**config.mk**
```make
export PLATFORM = sky130hd
export DESIGN_NAME = rpn_stack_ram
export DESIGN_NICKNAME = d
export VERILOG_FILES = /design/src/design/rpn_stack_ram.sv
export SDC_FILE = /design/constraint.sdc
export NUM_CORES = 2
export LEC_CHECK = 0
export BUFFER_PORTS_ARGS = -buffer_cell sky130_fd_sc_hd__buf_2
export CORE_MARGIN = 1.5
export CORE_UTILIZATION = 57
export CTS_CLUSTER_DIAMETER = 60
export DETAILED_ROUTE_END_ITERATION = 10
export PLACE_DENSITY = 0.84
export SLEW_MARGIN = 20
export SYNTH_ARGS = -nofsm -noshare
export SYNTH_HDL_FRONTEND = slang
export SYNTH_SLANG_ARGS = --single-unit
```
**constraint.sdc**
```tcl
create_clock -name clock -period 3.18 [get_ports clock]
set_input_delay 0.159 -clock clock [delete_from_list [all_inputs] [get_ports clock]]
set_output_delay 0.159 -clock clock [all_outputs]
set_load 0.02 [all_outputs]
```
**src/design/rpn_stack_ram.sv**
```systemverilog
// Simple dual-port synchronous RAM holding the stack entries.
`timescale 1ns / 1ps
module rpn_stack_ram #(
   parameter int DATA_W = 32,
   parameter int DEPTH  = 64,
   parameter int ADDR_W = $clog2(DEPTH)
) (
   input  logic              clock,
   input  logic              wr_en,
   input  logic [ADDR_W-1:0] wr_addr,
   input  logic [DATA_W-1:0] wr_data,
   input  logic              rd_en,
   input  logic [ADDR_W-1:0] rd_addr,
   output logic [DATA_W-1:0] rd_data
);

   logic [DATA_W-1:0] mem [DEPTH];

   always_ff @(posedge clock) begin
      if (wr_en) begin
         mem[wr_addr] <= wr_data;
      end
   end

   // registered read, data holds until the next read
   always_ff @(posedge clock) begin
      if (rd_en) begin
         rd_data <= mem[rd_addr];
      end
   end

endmodule

```
; ---- Yosys cells after proc, flatten, opt, wreduce, memory -nomap -nowiden
; Memory sizes are Yosys's and may differ from the RTL's. A register that Yosys moved wholly into a read port is not among the register bits.
; Cells that the tools add are included.
[op_classes]
mux = 2
[ops]
columns = operator, n
row1 = 1-bit 2-to-1 mux, 2
[totals]
memories = 1
ramBits = 2048
reg_bits = 0
inputBits = 47
word_cells = 3
out_inout_bits = 32
[mem_list]
columns = memory, depth, width, read_ports, rd_ports_with_merged_regs, wr, line_no
row1 = mem, 64, 32, 1, 1, 1, 17  ; logic [DATA_W-1:0] mem [DEPTH];

; ---- Logic depth before layout (Yosys ltp)
[logic_depth]
depth_word = 2
depth_mapped = 10
mapped_depth_nobuf = 5

; ---- Least setup slack after synthesis
; OpenSTA, ideal clock, no wires.
[synth_timing]
kind = input port to flip-flop
start = input port wr_addr[3]
end = memory mem[48][0] (enable)
t_arrival_ns = 2.858
required_ns = 2.719
path_slack_ns = -0.139
path_buffers = 1
path_stages = 4
setup_ns = 0.461
path_cell_list = clkbuf_1 -> nor2b_1 -> nand4b_1 -> nor3_1
[synth_rtl]
columns = element, line_no
row1 = start: declaration, 10  ; input logic [ADDR_W-1:0] wr_addr,
row2 = end: declaration, 17
; Straight into the memory's write port.

==> results.cfg <==
[outcome]
status = finished clean

[setup_path]
crit_arrival_ns = 3.16
critPathRequiredTime_ns = 3.73
crit_family = buffers and inverters
worst-r2r-cell-count = 4
slowest_stage = a21oi_1
crit_buf_inv = 4
cp_cell_sequence = buf_8 -> buf_12 -> buf_12 -> buf_4 -> mux4_2 -> o22ai_1 -> nor2_1 -> a21oi_1 -> nor2_1
reg2reg_from = mem[63][26]
start_kind = input pin
cp_max_fo = 43
crit_path_end_kind = flip-flop
r2r_slack_ns = 0.70
rr_endpoint = rd_data[26]
critical-path-max-stage-delay_ns = 0.77
crit_type = input pin to flip-flop

[route]
wl_met1_mm = 70.68
viasPerCell = 7.401
wire_per_inst_um = 41.52
ant_nets = 0
drc = 0
initialDrtViolationCount = 7221
route.met3.wl_mm = 36.64
highest_layer = met5
vias = 41610
met2_length_mm = 109.6
wirelength_mm = 233.5
drt_first_pass_iters = 6

[floorplan]
start_util_pct = 57.41
pin_count = 79
coreArea_um2 = 137300
fp-row-count = 136
die-area_um2 = 140500
die_y_um = 374.9
die_x_um = 374.9

[min_path]
holdPathStages = 1
hold_start = wr_data[1]
min-delay-path-class = input pin to flip-flop
hold_end = mem[0][1]

[timing]
worst_slew_pin_slew_ns = 1.023
relSlewSlack_pct = 31.82
slew_viol_final = 0
rsz0062_at_grt = false
hold_viol = 0
skew_ns = 0.04773
post-route-period-util_pct = 81.99
setup_violations = 0
clock.fmax_ghz = 0.3835
finalSetupTns_ns = 0
min_period_ns = 2.607

[placement]
portBuffers = 78
hpwl_mm = 121.0
gp_congestion = 0.8488
numPlacedInstances = 5229
placed_area_um2 = 83490

[pwr]
cellPowerDensity_nw_per_um2 = 635.0
ir_worst_vdd_mv = 0.5577
p_leak_nw = 28.21
power.total_w = 0.05728

[global_route]
grt_max_degree = 66
grt_pass1_vias = 42090
antenna_found_initial = 18
grt_pass1_wl_mm = 323.2
grt_use_total_pct = 33.40
overflow = 0

[layout]
final_nets = 3707
drive_gt1_share_pct = 30.39
utilization_pct = 65.69
area_growth_pct = 14.42
seq_area_um2 = 62460
multiInputGateArea_um2 = 15980
final_common_cell = edfxtp_1
mostFrequentLayoutCells = 2,080 x edfxtp_1, 544 x mux4_2, 199 x clkbuf_16, 182 x buf_4, 93 x mux2i_1
fill_cells = 7733
fin_area_um2 = 90210
final_cells = 5623

[synthesis]
netlist_instances = 3324
synth_edf_count = 2080
syn_avg_cell_area_um2 = 23.72
ys_warn_count = 0
synth-seq-cells = 2080
ys_types = 33
synthArstFlopShare_pct = 0
synth_ff_type = edfxtp_1
syn_nets = 3371
mappedNetlistArea_um2 = 78840
seq_area_frac_synth_pct = 79.23

[clock_tree]
ctsHtreeMaxLevel = 4
clock_sinks = 2080
tritoncts = yes
clock_latency_ns = 0.84
cts_buffers = 191
clockRootBuffer = clkbuf_16
cts.clk_slew.worst_paths_ns = 0.07
clock_path_buffers = 3

[run]
cap_violations = 0
-- per-layer routing --
metal	track usage, %	vias to the layer above
met1	42.04	21010
met4	19.79	22
met5	0	-
met3	9.855	1060
met2	52.05	4563
li1	-	14960
-- worst reg2reg max path, stage by stage (launching register included) --
cell and delay (ns):
edfxtp_1 0.41, mux4_2 0.47, mux4_2 0.54, o22ai_1 0.65, nor2_1 0.16
-- cell type report --
class | instances | share of cell area (%)
sequential | 2080 | 69.24
clock inverter | 114 | 1.309
antenna | 9 | 0.02497
clock buffer | 239 | 5.687
multi-input combinational | 1062 | 17.72
tap | 1794 | 2.488
timing repair buffer | 325 | 3.534
-- logic make-up (layout without fill, tap and decap cells) --
kind of cell           count (synthesis)  count (layout)  synth area share, %
AOI/OAI and AO/OA                    202             202                1.666
buffers and inverters                182             678                1.124
muxes                                637             637                16.72
DFF                                 2080            2080                79.23
and+or+nand+nor                      223             223                1.260
other                                  0               9                    0
-- power by group --
part	internal (W)	switching, W
combinational	0.00113	0.00197
sequential	0.0304	0.000127
clock	0.0132	0.0105
total	0.0447	0.0126
-- worst max path at each step --
stage	start	to	slack [ns]	depth (start not counted)
floorplan	wr_addr[5]	mem[39][0]	0.37	4
global placement	rd_addr[0]	rd_data[15]	-0.17	8
detailed placement	rd_addr[0]	rd_data[15]	-0.12	8
CTS	rd_addr[0]	rd_data[15]	0.68	8
global route	rd_addr[0]	rd_data[15]	0.51	8
finish	rd_addr[1]	rd_data[15]	0.57	9
-- Yosys cell counts (all sizes together), types with 4 or more instances --
| library cell | n | area (um^2) |
|---|---|---|
| clkbuf | 74 | 277.8 |
| mux2i | 93 | 930.9 |
| nand2 | 26 | 97.59 |
| a311oi | 8 | 70.07 |
| nor3 | 7 | 35.03 |
| nand3 | 5 | 25.02 |
| o22ai | 84 | 525.5 |
| o32ai | 4 | 35.03 |
| o221ai | 27 | 236.5 |
| buf | 108 | 608.1 |
| nor2 | 137 | 514.2 |
| edfxtp | 2080 | 62460 |
| nand3b | 5 | 37.54 |
| a21oi | 62 | 310.3 |
| and3 | 4 | 25.02 |
| a41o | 4 | 40.04 |
| mux4 | 544 | 12250 |
| a22oi | 12 | 90.09 |
| nand2b | 8 | 50.05 |
| nor2b | 15 | 93.84 |
| or3b | 5 | 43.80 |
-- sequential cells by signal (all words and copies together), names as in the netlist --
register and count:
mem 2048, rd_data 32
-- what timing repair did --
action                                 CTS  global route
resized for setup                        0             0
endpoints found under the hold margin   73          1727
buffers inserted                         0             0
hold buffers                             5            27
-- per-stage QoR --
stage                     hold slack [ns]  setup slack, ns
after floorplan                    0.2579           0.3691
after global placement             0.6126          -0.1664
after detailed placement           0.6108          -0.1231
after CTS                         0.01343           0.6817
after global routing               0.1022           0.5132
final                             0.06852           0.5726
Power figures use the tool's default switching activity.
