===== src/design/rpn_pkg.sv =====
// Shared types and constants for the RPN stack calculator.
`timescale 1ns / 1ps
package rpn_pkg;

   // stack sizing
   localparam int STACK_DEPTH = 64;
   localparam int ADDR_W      = $clog2(STACK_DEPTH);
   localparam int DEPTH_W     = $clog2(STACK_DEPTH + 1);

   // divider sizing: Q16.16 dividend scaled by 2^16, 32-bit divisor
   localparam int DVD_W     = 48;
   localparam int DVS_W     = 32;
   localparam int DIV_STEPS = DVD_W;
   localparam int DCNT_W    = $clog2(DIV_STEPS);

   // command codes
   localparam logic [3:0] KIND_PUSH  = 4'd0;
   localparam logic [3:0] KIND_ADD   = 4'd1;
   localparam logic [3:0] KIND_SUB   = 4'd2;
   localparam logic [3:0] KIND_MUL   = 4'd3;
   localparam logic [3:0] KIND_DIV   = 4'd4;
   localparam logic [3:0] KIND_MOD   = 4'd5;
   localparam logic [3:0] KIND_TOP2  = 4'd6;
   localparam logic [3:0] KIND_LIST  = 4'd7;
   localparam logic [3:0] KIND_DUP   = 4'd8;
   localparam logic [3:0] KIND_SWAP  = 4'd9;
   localparam logic [3:0] KIND_CLEAR = 4'd10;

   // status codes
   localparam logic [2:0] ST_OK    = 3'd0;
   localparam logic [2:0] ST_FULL  = 3'd1;
   localparam logic [2:0] ST_UNDER = 3'd2;
   localparam logic [2:0] ST_ZDIV  = 3'd3;
   localparam logic [2:0] ST_FEW   = 3'd4;
   localparam logic [2:0] ST_EMPTY = 3'd5;

   typedef struct packed {
      logic [3:0]         kind;
      logic signed [31:0] number;
   } req_type;

   typedef struct packed {
      logic [2:0]         status;
      logic signed [31:0] first_value;
      logic signed [31:0] second_value;
      logic [5:0]         element_index;
      logic [6:0]         depth_now;
      logic               last;
   } rsp_type;

endpackage


===== src/design/rpn_divider.sv =====
// Restoring unsigned divider, one quotient bit per cycle.
`timescale 1ns / 1ps
module rpn_divider (
   input  logic                          clock,
   input  logic                          reset,
   input  logic                          start,
   input  logic [rpn_pkg::DVD_W-1:0]     dividend,
   input  logic [rpn_pkg::DVS_W-1:0]     divisor,
   output logic                          done,
   output logic [rpn_pkg::DVD_W-1:0]     quotient,
   output logic [rpn_pkg::DVS_W-1:0]     remainder
);
   import rpn_pkg::*;

   logic              busy_ff, busy_in;
   logic              done_ff, done_in;
   logic [DCNT_W-1:0] cnt_ff, cnt_in;
   logic [DVS_W:0]    rem_ff, rem_in;
   logic [DVD_W-1:0]  quo_ff, quo_in;
   logic [DVS_W-1:0]  dvs_ff, dvs_in;
   logic [DVS_W:0]    shifted;
   logic [DVS_W+1:0]  diff;
   logic              ge;

   // one shift-subtract step
   always_comb begin
      shifted = {rem_ff[DVS_W-1:0], quo_ff[DVD_W-1]};
      diff    = {1'b0, shifted} - {2'b00, dvs_ff};
      ge      = ~diff[DVS_W+1];
   end

   always_comb begin
      busy_in = busy_ff;
      done_in = 1'b0;
      cnt_in  = cnt_ff;
      rem_in  = rem_ff;
      quo_in  = quo_ff;
      dvs_in  = dvs_ff;
      if (start) begin
         busy_in = 1'b1;
         cnt_in  = DCNT_W'(DIV_STEPS - 1);
         rem_in  = '0;
         quo_in  = dividend;
         dvs_in  = divisor;
      end else if (busy_ff) begin
         rem_in = ge ? diff[DVS_W:0] : shifted;
         quo_in = {quo_ff[DVD_W-2:0], ge};
         cnt_in = cnt_ff - 1'b1;
         if (cnt_ff == '0) begin
            busy_in = 1'b0;
            done_in = 1'b1;
         end
      end
   end

   always_ff @(posedge clock) begin
      if (reset) begin
         busy_ff <= 1'b0;
         done_ff <= 1'b0;
      end else begin
         busy_ff <= busy_in;
         done_ff <= done_in;
      end
      cnt_ff <= cnt_in;
      rem_ff <= rem_in;
      quo_ff <= quo_in;
      dvs_ff <= dvs_in;
   end

   assign done      = done_ff;
   assign quotient  = quo_ff;
   assign remainder = rem_ff[DVS_W-1:0];

endmodule


===== config.mk =====
export PLATFORM = sky130hd
export DESIGN_NAME = rpn_divider
export DESIGN_NICKNAME = d
export VERILOG_FILES = /design/src/design/rpn_pkg.sv /design/src/design/rpn_divider.sv
export SDC_FILE = /design/constraint.sdc
export NUM_CORES = 1
export LEC_CHECK = 0
export ABC_AREA = 1
export BUFFER_PORTS_ARGS = -buffer_cell sky130_fd_sc_hd__buf_2
export CAP_MARGIN = 20
export CORE_UTILIZATION = 60
export CTS_BUF_LIST = sky130_fd_sc_hd__clkbuf_16
export CTS_CLUSTER_DIAMETER = 30
export DETAILED_ROUTE_END_ITERATION = 8
export MAX_ROUTING_LAYER = met4
export PLACE_DENSITY = 0.94
export SYNTH_ARGS = -nofsm -noshare
export SYNTH_HDL_FRONTEND = slang
export SYNTH_SLANG_ARGS = --single-unit

===== constraint.sdc =====
create_clock -name clock -period 8.2 [get_ports clock]
set_input_delay 0.82 -clock clock [delete_from_list [all_inputs] [get_ports clock]]
set_output_delay 0.82 -clock clock [all_outputs]
set_load 0.03 [all_outputs]

=== Yosys cells after proc, flatten, opt, wreduce, memory -nomap -nowiden ===
Cells that the tools add are included.

* Bits of input ports: 83
* Logic and storage cells: 20
* Output and inout bits: 81
* Register bits: 120

* Bitwise operators: 2
* Mux-type cells: 7
* Add/subtract/negate cells: 2
* Reduce and logical (&&, ||, !) cells: 3

{| class="wikitable"
|+ Operators by type and width
! kind !! count
|-
| $mux 48 || 2
|-
| $sub 33x32->34 || 1
|-
| $mux 32 || 1
|-
| $logic_not 6->1 || 1
|-
| $sub 6x1->6 const B || 1
|-
| $mux 1 || 4
|-
| $reduce_or 3->1 || 1
|-
| $not 1->1 || 2
|-
| $reduce_bool 2->1 || 1
|}

=== Depth between registers and ports, before layout ===
Gate-level depths: netlist (run 1).

* Depth after elaboration: 4
* Gate-level depth with buffers: 17
* Mapped depth without buffers: 16

=== Least setup slack after synthesis (run 1) ===
No wires, ideal clock.

* Path kind: input to register
* Start: input start
* End: register quo_ff[0] (netlist: quotient[0]) (enable)
* Cell stages on the path: 4
* Path slack: 4972 ps
* Required time: 7768 ps
* Setup time: 432 ps
* Buffers on the path: 2
* Data arrival time: 2796 ps
* Cells stage by stage: clkbuf_1 > nor2_1 > inv_1 > clkbuf_1

* Word-level cells in the longest chain between the ends: 1

{| class="wikitable"
|+ RTL lines
! element !! line !! text
|-
| from (decl) || rpn_divider.sv:6 || <nowiki>input logic start,</nowiki>
|-
| $reduce_bool 2->1 (no source line) || n/a ||
|-
| to (signal assigned) || rpn_divider.sv:66 || <nowiki>quo_ff <= quo_in;</nowiki>
|-
| to (decl) || rpn_divider.sv:19 || <nowiki>logic [DVD_W-1:0] quo_ff, quo_in;</nowiki>
|}

No other way between the ends.
A chain may end at the register's enable or synchronous reset.

=== Worst setup path in the final report (run 1) ===
* Start: register rem_ff[29]
* End: register rem_ff[30]

* Word-level cells in the longest chain between the ends: 2

{| class="wikitable"
|+ RTL lines
! element !! line !! text
|-
| from (decl) || rpn_divider.sv:18 || <nowiki>logic [DVS_W:0] rem_ff, rem_in;</nowiki>
|-
| from (signal assigned) || rpn_divider.sv:65 || <nowiki>rem_ff <= rem_in;</nowiki>
|-
| $sub 33x32->34 || rpn_divider.sv:28 || <nowiki>diff = {1'b0, shifted} - {2'b00, dvs_ff};</nowiki>
|-
| $mux 32 * || rpn_divider.sv:46 || <nowiki>rem_in = ge ? diff[DVS_W:0] : shifted;</nowiki>
|}

Mark *: on every way between the ends. The rest lies on a longest branch, timed or not.

==> results.json, run 1 <==
{
  "setup_tns_ns": 0,
  "final_nets": 1339,
  "fin_worst_skew_ns": 0.0116,
  "route.detailed.drc": 0,
  "dr.pass1.iters": 6,
  "crit_path_end_kind": "flip-flop",
  "num_rows": 40,
  "cts_root_buffer": "clkbuf_16",
  "areaGrowthSynthToFinish_pct": 20.4,
  "tightest_slew_ns": 0.862,
  "syn_area_sq_mm": 0.00757,
  "cts_tree": "yes",
  "start_kind": "flip-flop",
  "clk_latency_ns": 0.43,
  "synthMuxAreaShare_pct": 0,
  "wl_per_cell_microns": 15.2,
  "netlist_instances": 1060,
  "ys_types": 38,
  "rsz0062_at_grt": "false",
  "fmax_mhz": 372,
  "cp_max_fo": 35,
  "hold_viol": 0,
  "fin_crit_sh_pct": 32.8,
  "ys_ff_latch": 120,
  "seq_area_frac_synth_pct": 42.3,
  "vias": 7439,
  "die_area_sq_mm": 0.0131,
  "relSlewSlack_pct": 42.5,
  "max_cap_violations": 0,
  "routed_wl_microns": 21300,
  "final_common_cell": "nand2_1",
  "placement.io_buffers": 163,
  "core-area_sq_mm": 0.0122,
  "final_util_pct": 74.9,
  "whs_ns": 0.491,
  "grt_max_degree": 76,
  "synth_edf_count": 80,
  "grt_overflow_total": 0,
  "cts_buffer_depth": 2,
  "stdcell_count": 1402,
  "status": "finished, final reports clean",
  "yosys.area_share.simple_pct": 35.7,
  "detail_route.vias_per_cell": 5.31,
  "yosys_warnings": 0,
  "grt_pass1_wl_microns": 33900,
  "synth-adder-area-share_pct": 5.89,
  "die_y_microns": 114,
  "grt_pass1_vias": 7138,
  "layout_common_cells": "nand2_1 (452), inv_1 (181), buf_2 (162), nand3_1 (80), edfxtp_1 (80)",
  "dpl.cell_count": 1370,
  "crit_type": "flip-flop to flip-flop",
  "diodes": 0,
  "p_leak_nw": 5.10,
  "async_flop_share_pct": 0,
  "critPathRequiredTime_ns": 8.57,
  "fin_crit_ns": 2.69,
  "path_clk_slew_ns": 0.06,
  "dieWidth_microns": 114,
  "numCtsBuffers": 17,
  "track_usage_pct": 35.2,
  "holdCritPathClass": "flip-flop to flip-flop",
  "synthFlopType": "edfxtp_1",
  "cts_hold_buf": 0,
  "synth-compound-area-share_pct": 3.06,
  "synth_top_family_by_area": "simple AND/OR/NAND/NOR gates",
  "cts-resized-gates": 0,
  "clkSinkCount": 120,
  "synthesis.nets": 1178,
  "drive_gt1_share_pct": 18.6,
  "ir_drop_mv": 0.173,
  "gp_congestion": 1.01,
  "slew_viol_final": 0,
  "h-tree-depth": 4,
  "postRouteAntennaNets": 0,
  "place.detailed.hpwl_microns": 15400,
  "ios": 164,
  "post-cts-setup-buffer-count": 0,
  "setup_viol": 0,
  "start_util_pct": 62.2,
  "synth_xor_area_share_pct": 1.74,
  "avgSynthCellArea_sq_um": 7.14,
  "power_density_mw_per_mm2": 192,
  "antenna_found_initial": 0,
  "drt_iter0_markers": 633,
  "worstPathArrival_ns": 3.05
}
registers in the layout, summed over array words and instances, names as in the netlist:
signal    cells
rem_ff       32
quotient     48
done          1
cnt_ff        6
busy_ff       1
dvs_ff       32
metrics by stage:
| stage | total power [W] | instance area [sq um] | setup slack, ns |
|---|---|---|---|
| after global placement | 0.000948 | 8490 | 5.63 |
| after CTS | 0.00175 | 9110 | 5.59 |
| after global routing | 0.00180 | 9110 | 5.35 |
| final | 0.00175 | 9110 | 5.51 |
| after detailed placement | 0.000955 | 8490 | 5.57 |
| after floorplan | 0.000873 | 7570 | 4.97 |
cell usage after synthesis, types with 2 or more instances:
library cell | count | area [sq um]
nor4_1 | 2 | 12.5
o21ai_0 | 3 | 15.0
nand2_4 | 3 | 33.8
nor3_1 | 9 | 45.0
nand4_1 | 9 | 56.3
a21oi_1 | 19 | 95.1
nand3_2 | 5 | 50.1
dfxtp_1 | 40 | 801
o21ai_1 | 12 | 60.1
edfxtp_1 | 80 | 2400
clkbuf_1 | 14 | 52.6
nand2_1 | 452 | 1700
nor3_2 | 2 | 20.0
buf_6 | 5 | 56.3
buf_2 | 3 | 15.0
xor2_1 | 3 | 26.3
buf_4 | 3 | 22.5
nand3b_1 | 14 | 105
nand3_1 | 80 | 400
ha_1 | 34 | 425
and2_1 | 2 | 12.5
nor2_2 | 2 | 12.5
inv_2 | 4 | 15.0
o21bai_1 | 3 | 22.5
nand2_2 | 7 | 43.8
nor2_4 | 2 | 22.5
nor2_1 | 46 | 173
inv_1 | 181 | 679
xnor2_1 | 12 | 105
worst max-delay path: stages, from the launching register on:
cell and delay (ns):
dfxtp_1 0.35, ha_1 0.37, a21oi_1 0.25, nor2_1 0.08, nor3_2 0.10, nand2_1 0.16
nor2_8 0.55, nand2_4 0.37, nand3_1 0.25, nand2_1 0.07, nand2_1 0.05
metal layers:
| layer | wire length, microns | global-route usage [%] |
|---|---|---|
| met4 | 777 | 17.3 |
| met1 | 8470 | 41.1 |
| met3 | 1660 | 6.72 |
| met5 | 0 | - |
| met2 | 10400 | 58.5 |
final cells by class:
cell class | instances | area [sq um]
inverter | 187 | 703
fill | 915 | 3050
timing repair buffer | 168 | 856
multi-input combinational | 727 | 3510
tap | 168 | 210
clock buffer | 17 | 425
sequential | 120 | 3200
clock inverter | 15 | 200
where the power goes:
group          internal, W  leakage, nW  switching (W)
Combinational    0.0000707         3.67       0.000163
Sequential        0.000694         1.13      0.0000212
Clock             0.000509        0.301       0.000296
Total              0.00127         5.10       0.000480
path summary, 6_finish.rpt:
check | endpoint | cells after the start | startpoint | slack [ns]
worst min-delay path | rem_ff[19]$_SDFFE_PP0P_ | 2 | rem_ff[19]$_SDFFE_PP0P_ | 0.49
worst min register to register | rem_ff[19]$_SDFFE_PP0P_ | 2 | rem_ff[19]$_SDFFE_PP0P_ | 0.49
worst max-delay path | rem_ff[30]$_SDFFE_PP0P_ | 10 | rem_ff[29]$_SDFFE_PP0P_ | 5.51
worst max register to register | rem_ff[30]$_SDFFE_PP0P_ | 10 | rem_ff[29]$_SDFFE_PP0P_ | 5.51
logic make-up after synthesis:
group	count (synthesis)
xor+xnor	15
buf+inv	213
compound gates	41
fa+ha+maj	35
flops	120
simple gates	636
Note: power is estimated with default switching activity, not from simulation.
==> inputs of run 2 (changes only) <==
--- a/config.mk
+++ b/config.mk
@@ -5,15 +5,15 @@
 export SDC_FILE = /design/constraint.sdc
 export NUM_CORES = 1
 export LEC_CHECK = 0
-export ABC_AREA = 1
+export ABC_AREA = 0
 export BUFFER_PORTS_ARGS = -buffer_cell sky130_fd_sc_hd__buf_2
 export CAP_MARGIN = 20
-export CORE_UTILIZATION = 60
+export CORE_UTILIZATION = 49
 export CTS_BUF_LIST = sky130_fd_sc_hd__clkbuf_16
 export CTS_CLUSTER_DIAMETER = 30
 export DETAILED_ROUTE_END_ITERATION = 8
 export MAX_ROUTING_LAYER = met4
-export PLACE_DENSITY = 0.94
+export PLACE_DENSITY = 0.84
 export SYNTH_ARGS = -nofsm -noshare
 export SYNTH_HDL_FRONTEND = slang
 export SYNTH_SLANG_ARGS = --single-unit
==> constraint.sdc (replaced) <==
create_clock -name clock -period 2.4 [get_ports clock]
set_input_delay 0.24 -clock clock [delete_from_list [all_inputs] [get_ports clock]]
set_output_delay 0.24 -clock clock [all_outputs]
set_load 0.03 [all_outputs]
==> run 2 against run 1 <==
- the run now ends with setup timing left
- die area increased by 5.1%
- sequential power increased to 3.5 times the previous value
- critical path depth increased by 4
- clock-buffer cell count unchanged
- clock skew increased by 0.00095 ns
- utilization increased by 1.6 points
- global-route usage decreased by 7.7 points
- clock power increased to 3.2 times the previous value
- combinational power increased to 8.9 times the previous value
- setup slack got worse by 5.9 ns
- critical path type unchanged
==> results.json, run 2 <==
{
  "status": "complete, but fails checks",
  "violations": "setup timing",
  "p_leak_nw": 4.36,
  "final_nets": 1034,
  "worstPathArrival_ns": 3.08,
  "antenna_found_initial": 0,
  "final_util_pct": 76.5,
  "die_y_microns": 117,
  "setup_slack_ns": -0.364,
  "rsz0062_at_grt": "true",
  "grt_pass1_wl_microns": 27800,
  "cts_buffer_depth": 2,
  "cp-startpoint": "dvs_ff[7]$_DFFE_PP_",
  "detail_route.vias_per_cell": 5.43,
  "ir_drop_mv": 0.548,
  "critPathSlowestCell": "edfxtp_1",
  "clkSinkCount": 120,
  "cpMostUsedCell": "buf_12",
  "ios": 164,
  "layout_common_cells": "buf_2 (162), buf_4 (106), edfxtp_1 (80), mux2_2 (48), inv_1 (41)",
  "slowest_delay_ns": 0.38,
  "min_from": "dividend[14]",
  "cp_cell_sequence": "inv_1, ha_4, buf_6, nand2_4, o21ai_2, a211oi_2, a31oi_4, o211a_4, o211ai_4, a21o_1, buf_12, buf_12, nand2_2, a311oi_1",
  "relSlewSlack_pct": 66.6,
  "path_clk_slew_ns": 0.06,
  "gp_congestion": 0.853,
  "ys_ff_latch": 120,
  "synthTopCellsByCount": "edfxtp_1 (80), nand2_1 (55), mux2_2 (48), inv_1 (44), nor2_1 (41)",
  "preCtsSetupSlack_ns": -0.425,
  "cts_tree": "yes",
  "grt_overflow_total": 0,
  "fin_crit_ns": 2.76,
  "place.detailed.hpwl_microns": 11700,
  "fin_crit_sh_pct": 115,
  "r2r_start": "dvs_ff[7]$_DFFE_PP_",
  "num-fill-cells": 809,
  "synth_area_leaders": "edfxtp_1 (37%), dfxtp_1 (12%), mux2_2 (8.3%), ha_1 (6.5%), nand2_1 (3.2%)",
  "avgSynthCellArea_sq_um": 10.7,
  "setup_viol": 33,
  "start_util_pct": 50.9,
  "fin_worst_skew_ns": 0.0125,
  "start_kind": "flip-flop",
  "diodes": 0,
  "placed_area_sq_mm": 0.00831,
  "seq_area_frac_synth_pct": 49.2,
  "numCtsBuffers": 17,
  "slew_viol_final": 0,
  "core-area_sq_mm": 0.0128,
  "tightest_slew_ns": 0.496,
  "dieWidth_microns": 117,
  "die_area_sq_mm": 0.0137,
  "grt_pass1_vias": 5912,
  "num_rows": 41,
  "h-tree-depth": 4,
  "yosys_warnings": 0,
  "max_cap_violations": 0,
  "final_common_cell": "buf_2",
  "final_cell_area_sq_mm": 0.00977,
  "largest_reg_flops": 48,
  "synthesis.nets": 723,
  "drive_gt1_share_pct": 47.6,
  "clk_latency_ns": 0.43,
  "whs_ns": 0.112,
  "crit_family": "compound AO/OA/AOI/OAI gates",
  "ys_types": 59,
  "holdCritPathClass": "primary input to flip-flop",
  "drt_iter0_markers": 401,
  "synth_top_area_cell": "edfxtp_1",
  "routed_wl_microns": 18200,
  "vias": 5974,
  "fmax_mhz": 362,
  "synthFlopType": "edfxtp_1",
  "grt_max_degree": 45,
  "crit_buf_inv": 4,
  "crit_path_end_kind": "flip-flop",
  "cts_root_buffer": "clkbuf_16",
  "yosysTopAreaCellShare_pct": 36.9,
  "power_density_mw_per_mm2": 731,
  "cp_max_fo": 8,
  "postRouteAntennaNets": 0,
  "syn_area_sq_mm": 0.00650,
  "route.detailed.drc": 0,
  "crit_type": "flip-flop to flip-flop",
  "synth.most_common_cell": "edfxtp_1",
  "synth_edf_count": 80,
  "async_flop_share_pct": 0,
  "critPathRequiredTime_ns": 2.72,
  "track_usage_pct": 27.6,
  "dr.pass1.iters": 5,
  "netlist_instances": 605,
  "placement.io_buffers": 163,
  "hold_viol": 0,
  "areaGrowthSynthToFinish_pct": 50.3,
  "wl_per_cell_microns": 16.5
}
[run 2: logic make-up after synthesis]
family	Yosys count	share of synthesized area (%)
XOR/XNOR	22	2.96
multiplexers	57	9.72
adder cells (fa/ha/maj)	35	6.85
flip-flops	120	49.2
AO/OA/AOI/OAI	132	14.4
AND/OR/NAND/NOR	168	12.5
buffers and inverters	71	4.29
[run 2: path summary, 6_finish.rpt]
path                            slack [ns]  cells after the start                 endpoint
worst max-delay path                 -0.36                     14  rem_ff[12]$_SDFFE_PP0P_
worst min-delay path                  0.11                      2   quotient[14]$_DFFE_PP_
worst max register to register       -0.36                     14  rem_ff[12]$_SDFFE_PP0P_
worst min register to register        0.51                      2   cnt_ff[0]$_SDFFE_PP1P_
[run 2: area by class of cell]
class                   count  area [sq um]  area share (%)
clock buffers              17           425            4.35
clock inverters            15           153            1.56
inverters                  44           165            1.69
multi-input cells         414          3370            34.5
flip-flops and latches    120          3210            32.9
well taps                 172           215            2.20
repair buffers            319          2230            22.8
[run 2: per-stage QoR]
stage	cells	setup TNS (ns)	total power, W
detailed placement	1016	-7.77	0.00432
CTS	1092	-7.13	0.00702
global placement	1016	-5.27	0.00427
floorplan	605	-6.98	0.00365
finish	1101	-8.10	0.00714
global route	1101	-11.82	0.00739
[run 2: what timing repair did]
item / in CTS / in global routing
hold buffers: 33 / 0
gates cloned: 1 / 1
gates resized for setup: 49 / 32
pin swaps: 45 / 30
endpoints found under the hold margin: 34 / 0
buffers inserted: 11 / 9
endpoints found under the setup margin: 33 / 33
[run 2: per-layer routing]
metal / wire length [microns] / GRT usage, %
met5: 0 / -
met1: 7540 / 31.2
met4: 463 / 12.2
met3: 1060 / 5.97
met2: 9120 / 46.9
[run 2: report_power, final]
part           total (W)  switching [W]  internal, W
logic            0.00208        0.00113     0.000951
clock network    0.00254        0.00101      0.00153
registers        0.00252       0.000103      0.00242
[run 2: worst register-to-register path: stages (launching register included)]
cell and delay [ns]:
edfxtp_1 0.38, inv_1 0.10, ha_4 0.20, buf_6 0.13, nand2_4 0.05, o21ai_2 0.05, a211oi_2 0.24, a31oi_4 0.14
o211a_4 0.29, o211ai_4 0.20, a21o_1 0.21, buf_12 0.16, buf_12 0.14, nand2_2 0.06, a311oi_1 0.30
==> inputs of run 3 (changes only) <==
--- a/config.mk
+++ b/config.mk
@@ -8,12 +8,13 @@
 export ABC_AREA = 0
 export BUFFER_PORTS_ARGS = -buffer_cell sky130_fd_sc_hd__buf_2
 export CAP_MARGIN = 20
-export CORE_UTILIZATION = 49
+export CORE_MARGIN = 4
+export CORE_UTILIZATION = 25
 export CTS_BUF_LIST = sky130_fd_sc_hd__clkbuf_16
 export CTS_CLUSTER_DIAMETER = 30
 export DETAILED_ROUTE_END_ITERATION = 8
 export MAX_ROUTING_LAYER = met4
-export PLACE_DENSITY = 0.84
+export PLACE_DENSITY = 0.5
 export SYNTH_ARGS = -nofsm -noshare
 export SYNTH_HDL_FRONTEND = slang
 export SYNTH_SLANG_ARGS = --single-unit
==> run 3 against run 2 <==
- the flow still finishes with violations (setup timing)
- first-iteration DRC count fell by 32%
- clock power grew 3%
- clock skew is 0.0015 ns lower
- register-to-register slack better by 0.02 ns
- die area rose by 110%
- sequential power hardly changed
- sequential share of layout area down 0.24 points
- worst hold slack worse by 0.089 ns
- setup slack better by 0.023 ns
- critical path depth decreased by 4
- largest cell class unchanged
==> results.json, run 3 (synthesized netlist as in run 2, its figures left out) <==
{
  "status": "complete, but fails checks",
  "violations": "setup timing",
  "num_rows": 58,
  "cts_root_buffer": "clkbuf_16",
  "p_comb_share_pct": 28.1,
  "core-area_sq_mm": 0.0254,
  "seq_power_share_pct": 35.3,
  "final_common_cell": "buf_2",
  "detail_route.vias_per_cell": 4.52,
  "h-tree-depth": 4,
  "max_cap_violations": 0,
  "whs_ns": 0.0232,
  "r2r_start": "dvs_ff[0]$_DFFE_PP_",
  "routed_wl_microns": 19000,
  "placed_area_sq_mm": 0.00851,
  "critPathRequiredTime_ns": 2.73,
  "diodes": 0,
  "route.detailed.drc": 0,
  "min_from": "divisor[8]",
  "slew_viol_final": 0,
  "hold_viol": 0,
  "grt_pass1_vias": 5971,
  "final_cell_area_sq_mm": 0.00984,
  "setup_viol": 33,
  "fin_worst_skew_ns": 0.0110,
  "cp_max_fo": 6,
  "power_density_mw_per_mm2": 725,
  "grt_overflow_total": 0,
  "gp_congestion": 0.802,
  "largest_reg_flops": 48,
  "p_total_w": 0.00713,
  "power.switching_w": 0.00225,
  "grt_max_degree": 49,
  "relSlewSlack_pct": 58.0,
  "place.detailed.hpwl_microns": 13900,
  "dpl.cell_count": 1176,
  "crit_path_end_kind": "flip-flop",
  "power_frac_clock_pct": 36.6,
  "cts_tree": "yes",
  "num-fill-cells": 2546,
  "die_area_sq_mm": 0.0287,
  "drive_gt1_share_pct": 47.1,
  "fmax_mhz": 365,
  "areaGrowthSynthToFinish_pct": 51.4,
  "swShare_pct": 31.5,
  "r2r_slack_ns": -0.34,
  "p_leak_nw": 4.31,
  "start_util_pct": 25.6,
  "fin_crit_sh_pct": 114,
  "ios": 164,
  "dieWidth_microns": 169,
  "internal_power_w": 0.00489,
  "hold_depth": 1,
  "vias": 5654,
  "postRouteAntennaNets": 0,
  "r2r-end": "rem_ff[24]$_SDFFE_PP0P_",
  "holdPathEnd": "dvs_ff[8]$_DFFE_PP_",
  "track_usage_pct": 13.7,
  "start_kind": "flip-flop",
  "final_util_pct": 38.8,
  "worstPathArrival_ns": 3.07,
  "stdcell_count": 1252,
  "numCtsBuffers": 17,
  "ir_drop_mv": 0.364,
  "final_nets": 1027,
  "clk_latency_ns": 0.42,
  "setup_slack_ns": -0.341,
  "cts_buffer_depth": 2,
  "clkSinkCount": 120,
  "tightest_slew_ns": 0.624,
  "holdCritPathClass": "primary input to flip-flop",
  "fin_crit_ns": 2.74,
  "rsz0062_at_grt": "true",
  "layout_common_cells": "buf_2 (162), buf_4 (103), edfxtp_1 (80), mux2_2 (47), nand2_1 (42)",
  "wl_per_cell_microns": 15.2,
  "grt_pass1_wl_microns": 30700,
  "placement.io_buffers": 163,
  "drt_iter0_markers": 273,
  "rr_worst_depth": 10,
  "dr.pass1.iters": 4,
  "path_clk_slew_ns": 0.06,
  "die_y_microns": 169,
  "antenna_found_initial": 0,
  "crit_type": "flip-flop to flip-flop"
}
[run 3: layer usage]
| metal | GRT usage (%) | routed length, microns | vias to the layer above |
|---|---|---|---|
| met5 | - | 0 | - |
| met4 | 3.33 | 204 | 0 |
| met3 | 3.89 | 1170 | 18 |
| met2 | 21.5 | 8670 | 154 |
| met1 | 17.6 | 8990 | 2644 |
| li1 | - | - | 2838 |
[run 3: worst max-delay path by stage]
stage	startpoint	to	slack (ns)	cells past startpoint
after floorplan	quotient[47]$_DFFE_PP_	rem_ff[20]$_SDFFE_PP0P_	-0.42	13
after global placement	quotient[47]$_DFFE_PP_	rem_ff[16]$_SDFFE_PP0P_	-0.42	13
after detailed placement	quotient[47]$_DFFE_PP_	rem_ff[20]$_SDFFE_PP0P_	-0.45	13
after CTS	quotient[47]$_DFFE_PP_	rem_ff[16]$_SDFFE_PP0P_	-0.34	13
after global routing	quotient[47]$_DFFE_PP_	rem_ff[20]$_SDFFE_PP0P_	-0.54	13
final	dvs_ff[0]$_DFFE_PP_	rem_ff[24]$_SDFFE_PP0P_	-0.34	10
[run 3: final cells by class]
class                   count  area (sq um)  share of cell area [%]
clock buffers              17           425                    4.32
multi-input cells         414          3330                    33.8
clock inverters            15           168                    1.70
repair buffers            312          2130                    21.7
inverters                  44           165                    1.68
flip-flops and latches    120          3210                    32.6
well taps                 330           413                    4.19
[run 3: through the flow]
| step | setup TNS (ns) | setup WS [ns] |
|---|---|---|
| after floorplan | -6.98 | -0.418 |
| after global placement | -7.61 | -0.421 |
| after detailed placement | -9.57 | -0.449 |
| after CTS | -7.82 | -0.339 |
| after global routing | -11.34 | -0.536 |
| final | -7.19 | -0.341 |
[run 3: timing repair]
action | 4_1_cts | 5_1_grt
endpoints found under the setup margin | 33 | 33
setup buffers | 16 | 4
gates cloned | 1 | 0
hold buffers | 31 | 0
pin swaps | 57 | 29
hold endpoints to repair | 31 | 0
gates resized for setup | 50 | 31
[run 3: worst max-delay path: stages (launching register included)]
cell	delay (ns)
edfxtp_1	0.42
ha_4	0.19
nand2b_1	0.17
a21oi_2	0.20
o2111ai_2	0.18
a31oi_4	0.23
o211a_4	0.22
o211ai_4	0.11
a21o_4	0.27
or3_4	0.40
a311oi_2	0.27
[run 3: power by group through the flow]
stage / clock, W / sequential (W) / combinational, W
floorplan: 0 / 0.00282 / 0.000827
global placement: 0 / 0.00255 / 0.00179
detailed placement: 0 / 0.00256 / 0.00180
CTS: 0.00269 / 0.00252 / 0.00199
global route: 0.00278 / 0.00254 / 0.00219
finish: 0.00261 / 0.00252 / 0.00201
